--- config.mk ---
export PLATFORM = sky130hd
export DESIGN_NAME = cdm_ctrl
export DESIGN_NICKNAME = d
export VERILOG_FILES = /design/src/rtl/cdm_pkg.sv /design/src/rtl/cdm_ctrl.sv
export VERILOG_INCLUDE_DIRS = /design/src /design/src/rtl
export SDC_FILE = /design/constraint.sdc
export NUM_CORES = 1
export LEC_CHECK = 0
export BUFFER_PORTS_ARGS = -buffer_cell sky130_fd_sc_hd__buf_4
export CAP_MARGIN = 20
export CORE_MARGIN = 1.5
export CORE_UTILIZATION = 50
export CTS_BUF_LIST = sky130_fd_sc_hd__clkbuf_8
export CTS_CLUSTER_SIZE = 25
export DETAILED_ROUTE_END_ITERATION = 8
export PLACE_DENSITY = 0.7
export SYNTH_ARGS = -nofsm -noshare
export SYNTH_HDL_FRONTEND = slang
export SYNTH_SLANG_ARGS = --single-unit
--- constraint.sdc ---
create_clock -name clk_i -period 3.7 [get_ports clk_i]
set_clock_uncertainty 0.05 [all_clocks]
set_input_delay 0.185 -clock clk_i [delete_from_list [all_inputs] [get_ports clk_i]]
set_output_delay 0.185 -clock clk_i [all_outputs]
set_load 0.02 [all_outputs]
--- src/rtl/assert_macros.svh ---
// Assertion helpers shared by the block's modules.
`ifndef ASSERT_MACROS_SVH
`define ASSERT_MACROS_SVH

// Concurrent check on an explicit clock and active-low reset.
`define CDM_ASSERT(label, clk, rst_n, prop, msg) \
  label: assert property (@(posedge clk) disable iff (!rst_n) prop) \
    else $error(msg);

// Same check on the block's own clock and reset names.
`define CDM_ASSERT_CLK(label, prop, msg) \
  `CDM_ASSERT(label, clk_i, rst_ni, prop, msg)

`endif

--- src/rtl/cdm_pkg.sv ---
// ----------------------------------------------------------------------------
// cdm_pkg
// Types, constants and the sine table of the curvature drive mixer.
// ----------------------------------------------------------------------------
package cdm_pkg;

  localparam int unsigned SINE_TABLE_BITS = 10;
  localparam int unsigned SINE_FRAC_BITS  = 30 - SINE_TABLE_BITS;
  localparam int unsigned SINE_POINTS     = (2 ** SINE_TABLE_BITS) + 1;
  localparam int unsigned SINE_ADDR_W     = SINE_TABLE_BITS + 1;

  localparam logic [30:0] ONE_Q30   = 31'h4000_0000;
  localparam int unsigned DIV_STEPS = 30;
  localparam int unsigned DIV_CNT_W = 5;

  localparam logic [63:0] SC1 = 64'd1686629713;
  localparam logic [63:0] SC3 = 64'd693598669;
  localparam logic [63:0] SC5 = 64'd85569299;
  localparam logic [63:0] SC7 = 64'd5026994;
  localparam logic [63:0] SC9 = 64'd172271;

  localparam int unsigned CFG_IDX_W  = 3;
  localparam int unsigned CFG_DATA_W = 16;

  typedef enum logic [CFG_IDX_W-1:0] {
    CFG_DEADBAND    = 3'd0,
    CFG_SLEW        = 3'd1,
    CFG_NONLINEAR   = 3'd2,
    CFG_INERTIA     = 3'd3,
    CFG_SENSITIVITY = 3'd4
  } cfg_idx_e;

  typedef enum logic [3:0] {
    OP_NONE,
    OP_LOAD,
    OP_PH_DEN,
    OP_PH_NUM,
    OP_SIN_A,
    OP_SIN_B,
    OP_SIN_C,
    OP_DIV_INIT,
    OP_DIV_STEP,
    OP_DIV_END,
    OP_FIN_A,
    OP_FIN_B,
    OP_FIN_C,
    OP_COMMIT
  } op_e;

  typedef enum logic [3:0] {
    ST_IDLE,
    ST_PH_DEN,
    ST_PH_NUM,
    ST_SIN_A,
    ST_SIN_B,
    ST_SIN_C,
    ST_DIV_INIT,
    ST_DIV_STEP,
    ST_DIV_END,
    ST_FIN_A,
    ST_FIN_B,
    ST_FIN_C,
    ST_DONE
  } state_e;

  typedef struct packed {
    op_e  op;
    logic den_sel;
  } cmd_t;

  typedef struct packed {
    logic out_busy;
  } stat_t;

  typedef logic [30:0] sine_rom_t [0:SINE_POINTS-1];

  // Quarter-wave sine points, odd polynomial in Q30, clamped to one.
  function automatic sine_rom_t build_sine_rom();
    sine_rom_t   rom;
    logic [63:0] t;
    logic [63:0] t2;
    logic [63:0] a;
    logic [63:0] r;
    for (int i = 0; i < SINE_POINTS; i++) begin
      t  = 64'(i) << SINE_FRAC_BITS;
      t2 = (t * t) >> 30;
      a  = SC9;
      a  = SC7 - ((a * t2) >> 30);
      a  = SC5 - ((a * t2) >> 30);
      a  = SC3 - ((a * t2) >> 30);
      a  = SC1 - ((a * t2) >> 30);
      r  = (a * t) >> 30;
      rom[i] = (r > 64'(ONE_Q30)) ? ONE_Q30 : r[30:0];
    end
    return rom;
  endfunction

endpackage

--- src/rtl/cdm_ctrl.sv ---
// ----------------------------------------------------------------------------
// cdm_ctrl
// Sequencer: sine lookups, two remap divisions, mixing and result commit.
// ----------------------------------------------------------------------------
`include "assert_macros.svh"

module cdm_ctrl (
  input  logic           clk_i,
  input  logic           rst_ni,
  input  logic           in_valid_i,
  output logic           in_ready_o,
  input  cdm_pkg::stat_t stat_i,
  output cdm_pkg::cmd_t  cmd_o
);

  typedef enum logic [1:0] {
    PASS_DEN,
    PASS_FIRST,
    PASS_SECOND
  } pass_e;

  cdm_pkg::state_e state_q, state_d;
  pass_e           pass_q, pass_d;
  logic [cdm_pkg::DIV_CNT_W-1:0] cnt_q, cnt_d;

  localparam logic [cdm_pkg::DIV_CNT_W-1:0] LastStep =
    cdm_pkg::DIV_CNT_W'(cdm_pkg::DIV_STEPS - 1);

  always_ff @(posedge clk_i or negedge rst_ni) begin
    if (!rst_ni) begin
      state_q <= cdm_pkg::ST_IDLE;
      pass_q  <= PASS_DEN;
      cnt_q   <= '0;
    end else begin
      state_q <= state_d;
      pass_q  <= pass_d;
      cnt_q   <= cnt_d;
    end
  end

  // next state
  always_comb begin
    state_d = state_q;
    pass_d  = pass_q;
    cnt_d   = cnt_q;
    case (state_q)
      cdm_pkg::ST_IDLE: begin
        if (in_valid_i) begin
          state_d = cdm_pkg::ST_PH_DEN;
          pass_d  = PASS_DEN;
        end
      end
      cdm_pkg::ST_PH_DEN: state_d = cdm_pkg::ST_SIN_A;
      cdm_pkg::ST_PH_NUM: state_d = cdm_pkg::ST_SIN_A;
      cdm_pkg::ST_SIN_A:  state_d = cdm_pkg::ST_SIN_B;
      cdm_pkg::ST_SIN_B:  state_d = cdm_pkg::ST_SIN_C;
      cdm_pkg::ST_SIN_C: begin
        if (pass_q == PASS_DEN) begin
          state_d = cdm_pkg::ST_PH_NUM;
          pass_d  = PASS_FIRST;
        end else begin
          state_d = cdm_pkg::ST_DIV_INIT;
        end
      end
      cdm_pkg::ST_DIV_INIT: begin
        state_d = cdm_pkg::ST_DIV_STEP;
        cnt_d   = '0;
      end
      cdm_pkg::ST_DIV_STEP: begin
        if (cnt_q == LastStep) begin
          state_d = cdm_pkg::ST_DIV_END;
        end else begin
          cnt_d = cnt_q + 1'b1;
        end
      end
      cdm_pkg::ST_DIV_END: begin
        if (pass_q == PASS_FIRST) begin
          state_d = cdm_pkg::ST_PH_NUM;
          pass_d  = PASS_SECOND;
        end else begin
          state_d = cdm_pkg::ST_FIN_A;
        end
      end
      cdm_pkg::ST_FIN_A: state_d = cdm_pkg::ST_FIN_B;
      cdm_pkg::ST_FIN_B: state_d = cdm_pkg::ST_FIN_C;
      cdm_pkg::ST_FIN_C: state_d = cdm_pkg::ST_DONE;
      cdm_pkg::ST_DONE: begin
        // hold until the output register is free
        if (!stat_i.out_busy) begin
          state_d = cdm_pkg::ST_IDLE;
        end
      end
      default: state_d = cdm_pkg::ST_IDLE;
    endcase
  end

  // outputs
  always_comb begin
    in_ready_o    = 1'b0;
    cmd_o.op      = cdm_pkg::OP_NONE;
    cmd_o.den_sel = (pass_q == PASS_DEN);
    case (state_q)
      cdm_pkg::ST_IDLE: begin
        in_ready_o = 1'b1;
        if (in_valid_i) begin
          cmd_o.op = cdm_pkg::OP_LOAD;
        end
      end
      cdm_pkg::ST_PH_DEN:   cmd_o.op = cdm_pkg::OP_PH_DEN;
      cdm_pkg::ST_PH_NUM:   cmd_o.op = cdm_pkg::OP_PH_NUM;
      cdm_pkg::ST_SIN_A:    cmd_o.op = cdm_pkg::OP_SIN_A;
      cdm_pkg::ST_SIN_B:    cmd_o.op = cdm_pkg::OP_SIN_B;
      cdm_pkg::ST_SIN_C:    cmd_o.op = cdm_pkg::OP_SIN_C;
      cdm_pkg::ST_DIV_INIT: cmd_o.op = cdm_pkg::OP_DIV_INIT;
      cdm_pkg::ST_DIV_STEP: cmd_o.op = cdm_pkg::OP_DIV_STEP;
      cdm_pkg::ST_DIV_END:  cmd_o.op = cdm_pkg::OP_DIV_END;
      cdm_pkg::ST_FIN_A:    cmd_o.op = cdm_pkg::OP_FIN_A;
      cdm_pkg::ST_FIN_B:    cmd_o.op = cdm_pkg::OP_FIN_B;
      cdm_pkg::ST_FIN_C:    cmd_o.op = cdm_pkg::OP_FIN_C;
      cdm_pkg::ST_DONE: begin
        if (!stat_i.out_busy) begin
          cmd_o.op = cdm_pkg::OP_COMMIT;
        end
      end
      default: ;
    endcase
  end

  `CDM_ASSERT_CLK(a_step_count,
    (state_q == cdm_pkg::ST_DIV_STEP) |-> (cnt_q <= LastStep),
    "divider step count out of range")
  `CDM_ASSERT_CLK(a_done_release,
    (state_q == cdm_pkg::ST_DONE && !stat_i.out_busy) |=> (state_q == cdm_pkg::ST_IDLE),
    "sequencer did not return to idle after commit")
  `CDM_ASSERT_CLK(a_ready_idle,
    in_ready_o |-> (state_q == cdm_pkg::ST_IDLE),
    "input ready outside idle")

endmodule

==> metrics.cfg, run 1 <==
[outcome]
status=finished, final reports clean

[yosys]
synth_edf_count=0
ys_warn_count=0
synth_seq_cells=11
ys_seq_area_frac=0.333
syn_inst=98
synth_flop_cell=dfrtp_1
syn_area_per_cell_um2=8.44
ys_types=39
syn_nets=104
ys_async_sr_fraction=1.00
syn_area_um2=827

[global_route]
grt_max_degree=26
use_met2=0.294
grt_pass1_vias=643
grt_use_met1=0.305
met3_usage=0.0375
gr-max-usage-layer=met1
grt_use_total=0.202
grt_antenna_before_repair=0
overflow=0
grt_first_pass_wirelength_um=2880

[floorplan]
dieArea_um2=1910
die_y_um=43.7
core_area_um2=1520
ios=10
chipWidth_um=43.7
rows=14
initial_core_util=0.543

[pwr]
vdd_drop_max_mv=0.466
net-switching-power_w=0.000422
p_leak_nw=0.366
p_seq_frac=0.380
power_per_cell_area_nw_per_um2=950
power_frac_comb=0.486
p_clk_frac=0.135
p_sw_frac=0.483
intPower_w=0.000452

[clock_tree]
post_cts.repair.setup_buffers=0
cts_root_buf=clkbuf_8
cts_made_buffers=3
cts_buffer_depth=2
clock_latency_ps=230
numClockSinks=11
cts_resized=0
h-tree-depth=1
cts_tree=done
clk_pin_slew_ps=50

[detailed_routing]
first_pass_iters=4
dr_total_vias=733
drc=0
drt_iter0_drc=5
totalWireLength_um=1780
detail-route-antenna-nets=0
viasPerCell=6.16
wl_per_cell_um=15.0

[hold_path]
min_path_type=input pin to flip-flop
whs_path_depth=3

[worst_setup_path]
cp-end-kind=primary output
worstSetupPathType=flip-flop to primary output
cp_max_fo=25
reg2regPathDepth=3
critPathArrivalTime_ps=1680
crit_path_start_kind=flip-flop
cp.required_ps=3460

[timing]
fin_tns_setup_ps=0
max_freq_mhz=522
setup_viol=0
finalCritPeriodShare=0.518
rsz0062_at_grt=no
slew_headroom=0.524
fin_crit_ps=1920
tightest_slew_ps=715
hold_viol_final=0
fin_ws_ps=1780
drv_slew=0

[placement]
dp.final_hpwl_um=1240
routabilityCongestion=0.753
port_buffers=9
pre_cts_slack_ps=1950

[finish]
multi_input_area_um2=487
fillCellCount=136
antenna_cells=0
layout-drive-gt1-share=0.184
syn2layout_area_growth_pct=11.2
layout.nets=110
ff_latch_area_um2=275
finish.utilization=0.603

[job]
cap_violations=0

-- through the flow --
step / instances / total power (W) / hold WS, ps / instance area [um2]
floorplan: 98 / 0.000651 / -161 / 827
global placement: 114 / 0.000741 / -20.8 / 865
detailed placement: 114 / 0.000755 / -20.7 / 865
CTS: 119 / 0.000877 / 191 / 920
global route: 119 / 0.000945 / 208 / 920
finish: 119 / 0.000873 / 198 / 920
-- what timing repair did --
action	4_1_cts	5_1_grt
endpoints found under the hold margin	11	0
hold buffers	1	0
setup endpoints to repair	0	0
-- cell type report --
type / count / area share
clock buffer: 3 / 0.0449
clock inverter: 1 / 0.00408
inverter: 4 / 0.0163
multi-input combinational: 74 / 0.529
sequential: 11 / 0.299
tap: 16 / 0.0218
timing repair buffer: 10 / 0.0844
-- power groups by stage --
stage / Sequential (W) / Clock, W / Combinational, W
floorplan: 0.000227 / 0 / 0.000424
global placement: 0.000326 / 0 / 0.000415
detailed placement: 0.000331 / 0 / 0.000424
CTS: 0.000329 / 0.000121 / 0.000427
global route: 0.000348 / 0.000127 / 0.000470
finish: 0.000332 / 0.000118 / 0.000424
-- layout by cell type (no fill, tap or decap), drive strengths merged, types with 2 or more instances in the layout --
| master | synthesis | layout |
|---|---|---|
| ha | 2 | 2 |
| o211ai | 2 | 2 |
| nor4 | 2 | 2 |
| dfrtp | 11 | 11 |
| buf | 8 | 9 |
| clkbuf | 1 | 3 |
| nand3b | 2 | 2 |
| o21ai | 9 | 9 |
| o2bb2ai | 2 | 2 |
| nand4b | 3 | 3 |
| nand2 | 8 | 8 |
| inv | 4 | 5 |
| nand4 | 3 | 3 |
| nand3 | 3 | 3 |
| and3b | 2 | 2 |
| nor3 | 4 | 4 |
| nor2 | 5 | 5 |
| a21oi | 9 | 9 |
-- cell usage after synthesis (all sizes together) (2+ instances only) --
cell,instances,area share
nor3,4,0.024
o211ai,2,0.024
buf,8,0.056
o2bb2ai,2,0.021
dfrtp,11,0.33
a21oi,9,0.054
nand3,3,0.018
nand4b,3,0.032
and3b,2,0.021
nor4,2,0.023
inv,4,0.018
nand3b,2,0.018
nand2,8,0.036
o21ai,9,0.054
ha,2,0.030
nor2,5,0.023
nand4,3,0.023
-- kinds of logic (layout without fill, tap and decap cells) --
family,Yosys count,after routing,share of synthesized area
and+or+nand+nor,39,39,0.287
AOI/OAI and AO/OA,32,32,0.260
buffers and inverters,13,18,0.0787
DFF,11,11,0.333
adders and majority gates,2,2,0.0303
xor gates and xnor gates,1,1,0.0106
-- routing by layer --
layer	up-vias	share of wire	wire, um
met4	0	0.0034	6
met3	2	0.051	90
met2	14	0.42	740
met1	338	0.53	943
li1	379	-	-
met5	-	0	0
-- critical path, stage by stage (launching register included) --
cell	delay (ps)
dfrtp_1	800
nor3_1	120
o21ai_0	220
o21ai_0	110
buf_4	190
-- state kept, by name, summed over array words and instances, names as in the netlist --
register / flops
state_q: 4
pass_q: 2
cnt_q: 5
-- path summary, 6_finish.rpt --
kind                            start    endpoint  slack [ps]
setup / recovery           state_q[0]    cmd_o[3]        1780
hold / removal             in_valid_i   pass_q[1]         200
setup reg to reg           state_q[0]  state_q[2]        1950
hold reg to reg              cnt_q[0]    cnt_q[0]         540
max in group asynchronous      rst_ni    cnt_q[1]        3180
min in group asynchronous      rst_ni  state_q[1]         270
No activity file was read; power rests on OpenSTA's default activity.
==> inputs of run 2 (changes only) <==
- PLACE_DENSITY: 0.7 -> 0.73
- clock period: 3.7 -> 1.7 ns (I/O delays scaled with it)
==> run 2 against run 1 <==
Effect of this change:
- register-to-register slack worse by 1700 ps
- final cell count is 5.0% higher
- power is 130% higher
- clock power grew 120%
- via count is 11% higher
- utilization rose by 3.4 points
- final area rose by 5.6%
- critical path type unchanged
- critical path depth increased by 1
==> metrics.cfg, run 2 (synthesis results as in run 1) <==
[finish]
multi_input_area_um2=492  ; +1.0%
fillCellCount=128  ; -5.9%
largest_reg_flops=5  ; unchanged
largest-register=cnt_q
layout-drive-gt1-share=0.248  ; +0.0632
syn2layout_area_growth_pct=17.4
antenna_cells=0  ; unchanged
top_regs=cnt_q x5, state_q x4, pass_q x2
layout_commonest_cell=buf_4
final_cell_mix=15 x buf_4, 10 x dfrtp_1, 9 x a21oi_1, 9 x o21ai_0, 8 x nand2_1
ff_latch_area_um2=277  ; +0.45%
final_cells=125  ; +5.0%
layout.nets=116  ; +5.5%

[worst_setup_path]
worstSetupPathType=flip-flop to primary output
r2r-start=state_q[0]
path_delay_family=flip-flops
slowest_stage=dfrtp_1
cp-end-kind=primary output
r2r_slack_ps=230  ; -1720 ps
crit_buf_inv=2  ; +1
slowest_delay_ps=450  ; -350 ps
crit_path_start_kind=flip-flop
worstPathCellList=buf_4, nor3_2, o21ai_0, o21ai_0, buf_4
regToRegEndpoint=state_q[0]
cp_max_fo=8  ; -68%
cp.required_ps=1560  ; -1900 ps
critPathArrivalTime_ps=1460  ; -220 ps
reg2regPathDepth=4  ; +1

[timing]
setup_viol=0  ; unchanged
finalCritPeriodShare=0.938
hold_ws_ps=89.5  ; -108 ps
drv_slew=0  ; unchanged
max_freq_mhz=627
tightest_slew_ps=370  ; -345 ps
fin_tns_setup_ps=0  ; unchanged
slew_headroom=0.754  ; +0.230
hold_viol_final=0  ; unchanged
fin_crit_ps=1590
rsz0062_at_grt=no

[floorplan]
initial_core_util=0.543  ; unchanged
dieArea_um2=1910  ; unchanged
core_area_um2=1520  ; unchanged
rows=14  ; unchanged
ios=10  ; unchanged
chipWidth_um=43.7  ; unchanged
die_y_um=43.7  ; unchanged

[clock_tree]
cts_root_buf=clkbuf_8
cts_made_buffers=3  ; unchanged
cts_buffer_depth=2  ; unchanged
h-tree-depth=1  ; unchanged
numClockSinks=11  ; unchanged
clk_pin_slew_ps=50  ; about the same
cts_tree=done
clock_latency_ps=240  ; about the same

[detailed_routing]
detail-route-antenna-nets=0  ; unchanged
drc=0  ; unchanged
totalWireLength_um=1970  ; +10%
first_pass_iters=4  ; unchanged
dr_total_vias=813  ; +11%
wl_per_cell_um=15.7  ; +5.1%
drt_iter0_drc=21  ; +16
viasPerCell=6.50  ; +5.6%

[job]
cap_violations=0  ; unchanged

[placement]
dpl.cell_count=120  ; +5.3%
routabilityCongestion=0.792  ; +5.2%
port_buffers=9  ; unchanged
dp.final_hpwl_um=1350  ; +8.8%

[pwr]
intPower_w=0.00108  ; +140%
p_sw_frac=0.474  ; -0.00857
p_leak_nw=0.394  ; +7.8%
p_seq_frac=0.307  ; -0.073
power_per_cell_area_nw_per_um2=2110  ; +120%
power_frac_comb=0.564  ; +0.078
net-switching-power_w=0.000971  ; +130%
p_clk_frac=0.129  ; -0.006
vdd_drop_max_mv=1.07  ; +130%

[global_route]
grt_first_pass_wirelength_um=3130  ; +8.9%
grt_max_degree=18  ; -31%
grt_pass1_vias=665  ; +3.4%
grt_antenna_before_repair=0  ; unchanged
overflow=0  ; unchanged
grt_use_total=0.226  ; +0.0243

[outcome]
status=finished, final reports clean

[hold_path]
whs_path_depth=3  ; unchanged
worstHoldStart=in_valid_i
hold_end=pass_q[1]
min_path_type=input pin to flip-flop

-- run 2: layout make-up --
class | instances | share of cell area
flip-flops and latches | 11 | 0.285
well taps | 16 | 0.0206
inverters | 4 | 0.0155
repair buffers | 16 | 0.126
clock inverters | 1 | 0.00387
clock buffers | 3 | 0.0425
multi-input cells | 74 | 0.506
-- run 2: how the worst max path moves through the flow --
| stage | to | cells past startpoint | from |
|---|---|---|---|
| floorplan | state_q[0] | 4 | state_q[1] |
| global placement | pass_q[0] | 3 | state_q[2] |
| detailed placement | cnt_q[3] | 3 | state_q[2] |
| CTS | cmd_o[3] | 5 | state_q[1] |
| global route | cmd_o[3] | 5 | state_q[1] |
| finish | cmd_o[3] | 5 | state_q[1] |
-- run 2: power groups by stage --
stage | Clock (W) | Sequential [W] | Combinational (W)
finish | 0.000264 | 0.000629 | 0.00115
floorplan | 0 | 0.000493 | 0.000924
global placement | 0 | 0.000601 | 0.00111
CTS | 0.000270 | 0.000608 | 0.00115
detailed placement | 0 | 0.000608 | 0.00114
global route | 0.000281 | 0.000649 | 0.00128
-- run 2: per-layer routing --
layer	share of wire	global-route usage	up-vias
li1	-	-	392
met1	0.50	0.309	401
met2	0.45	0.338	15
met3	0.033	0.0500	5
met4	0.017	0.109	0
met5	0	0	-
-- run 2: worst reg2reg max path: cells and delay by family (launching register included) --
family | cells | cell delay (ps)
AOI/OAI and AO/OA | 1 | 230
DFF | 1 | 500
and+or+nand+nor | 2 | 340
buffers and inverters | 1 | 230
-- run 2: repair_timing --
| item | in CTS | in global routing |
|---|---|---|
| hold buffers | 1 | 0 |
| setup buffers | 0 | 0 |
| hold endpoints to repair | 11 | 0 |
| endpoints found under the setup margin | 0 | 1 |
| gates resized for setup | 0 | 2 |
-- run 2: through the flow --
step	worst slack (ps)	utilization	cell area, um2	power (W)
after floorplan	169	-	827	0.00142
after global placement	264	0.597	910	0.00171
after detailed placement	228	0.597	910	0.00175
after CTS	75.8	0.633	965	0.00203
after global routing	13.7	0.637	971	0.00221
final	106	0.637	971	0.00205
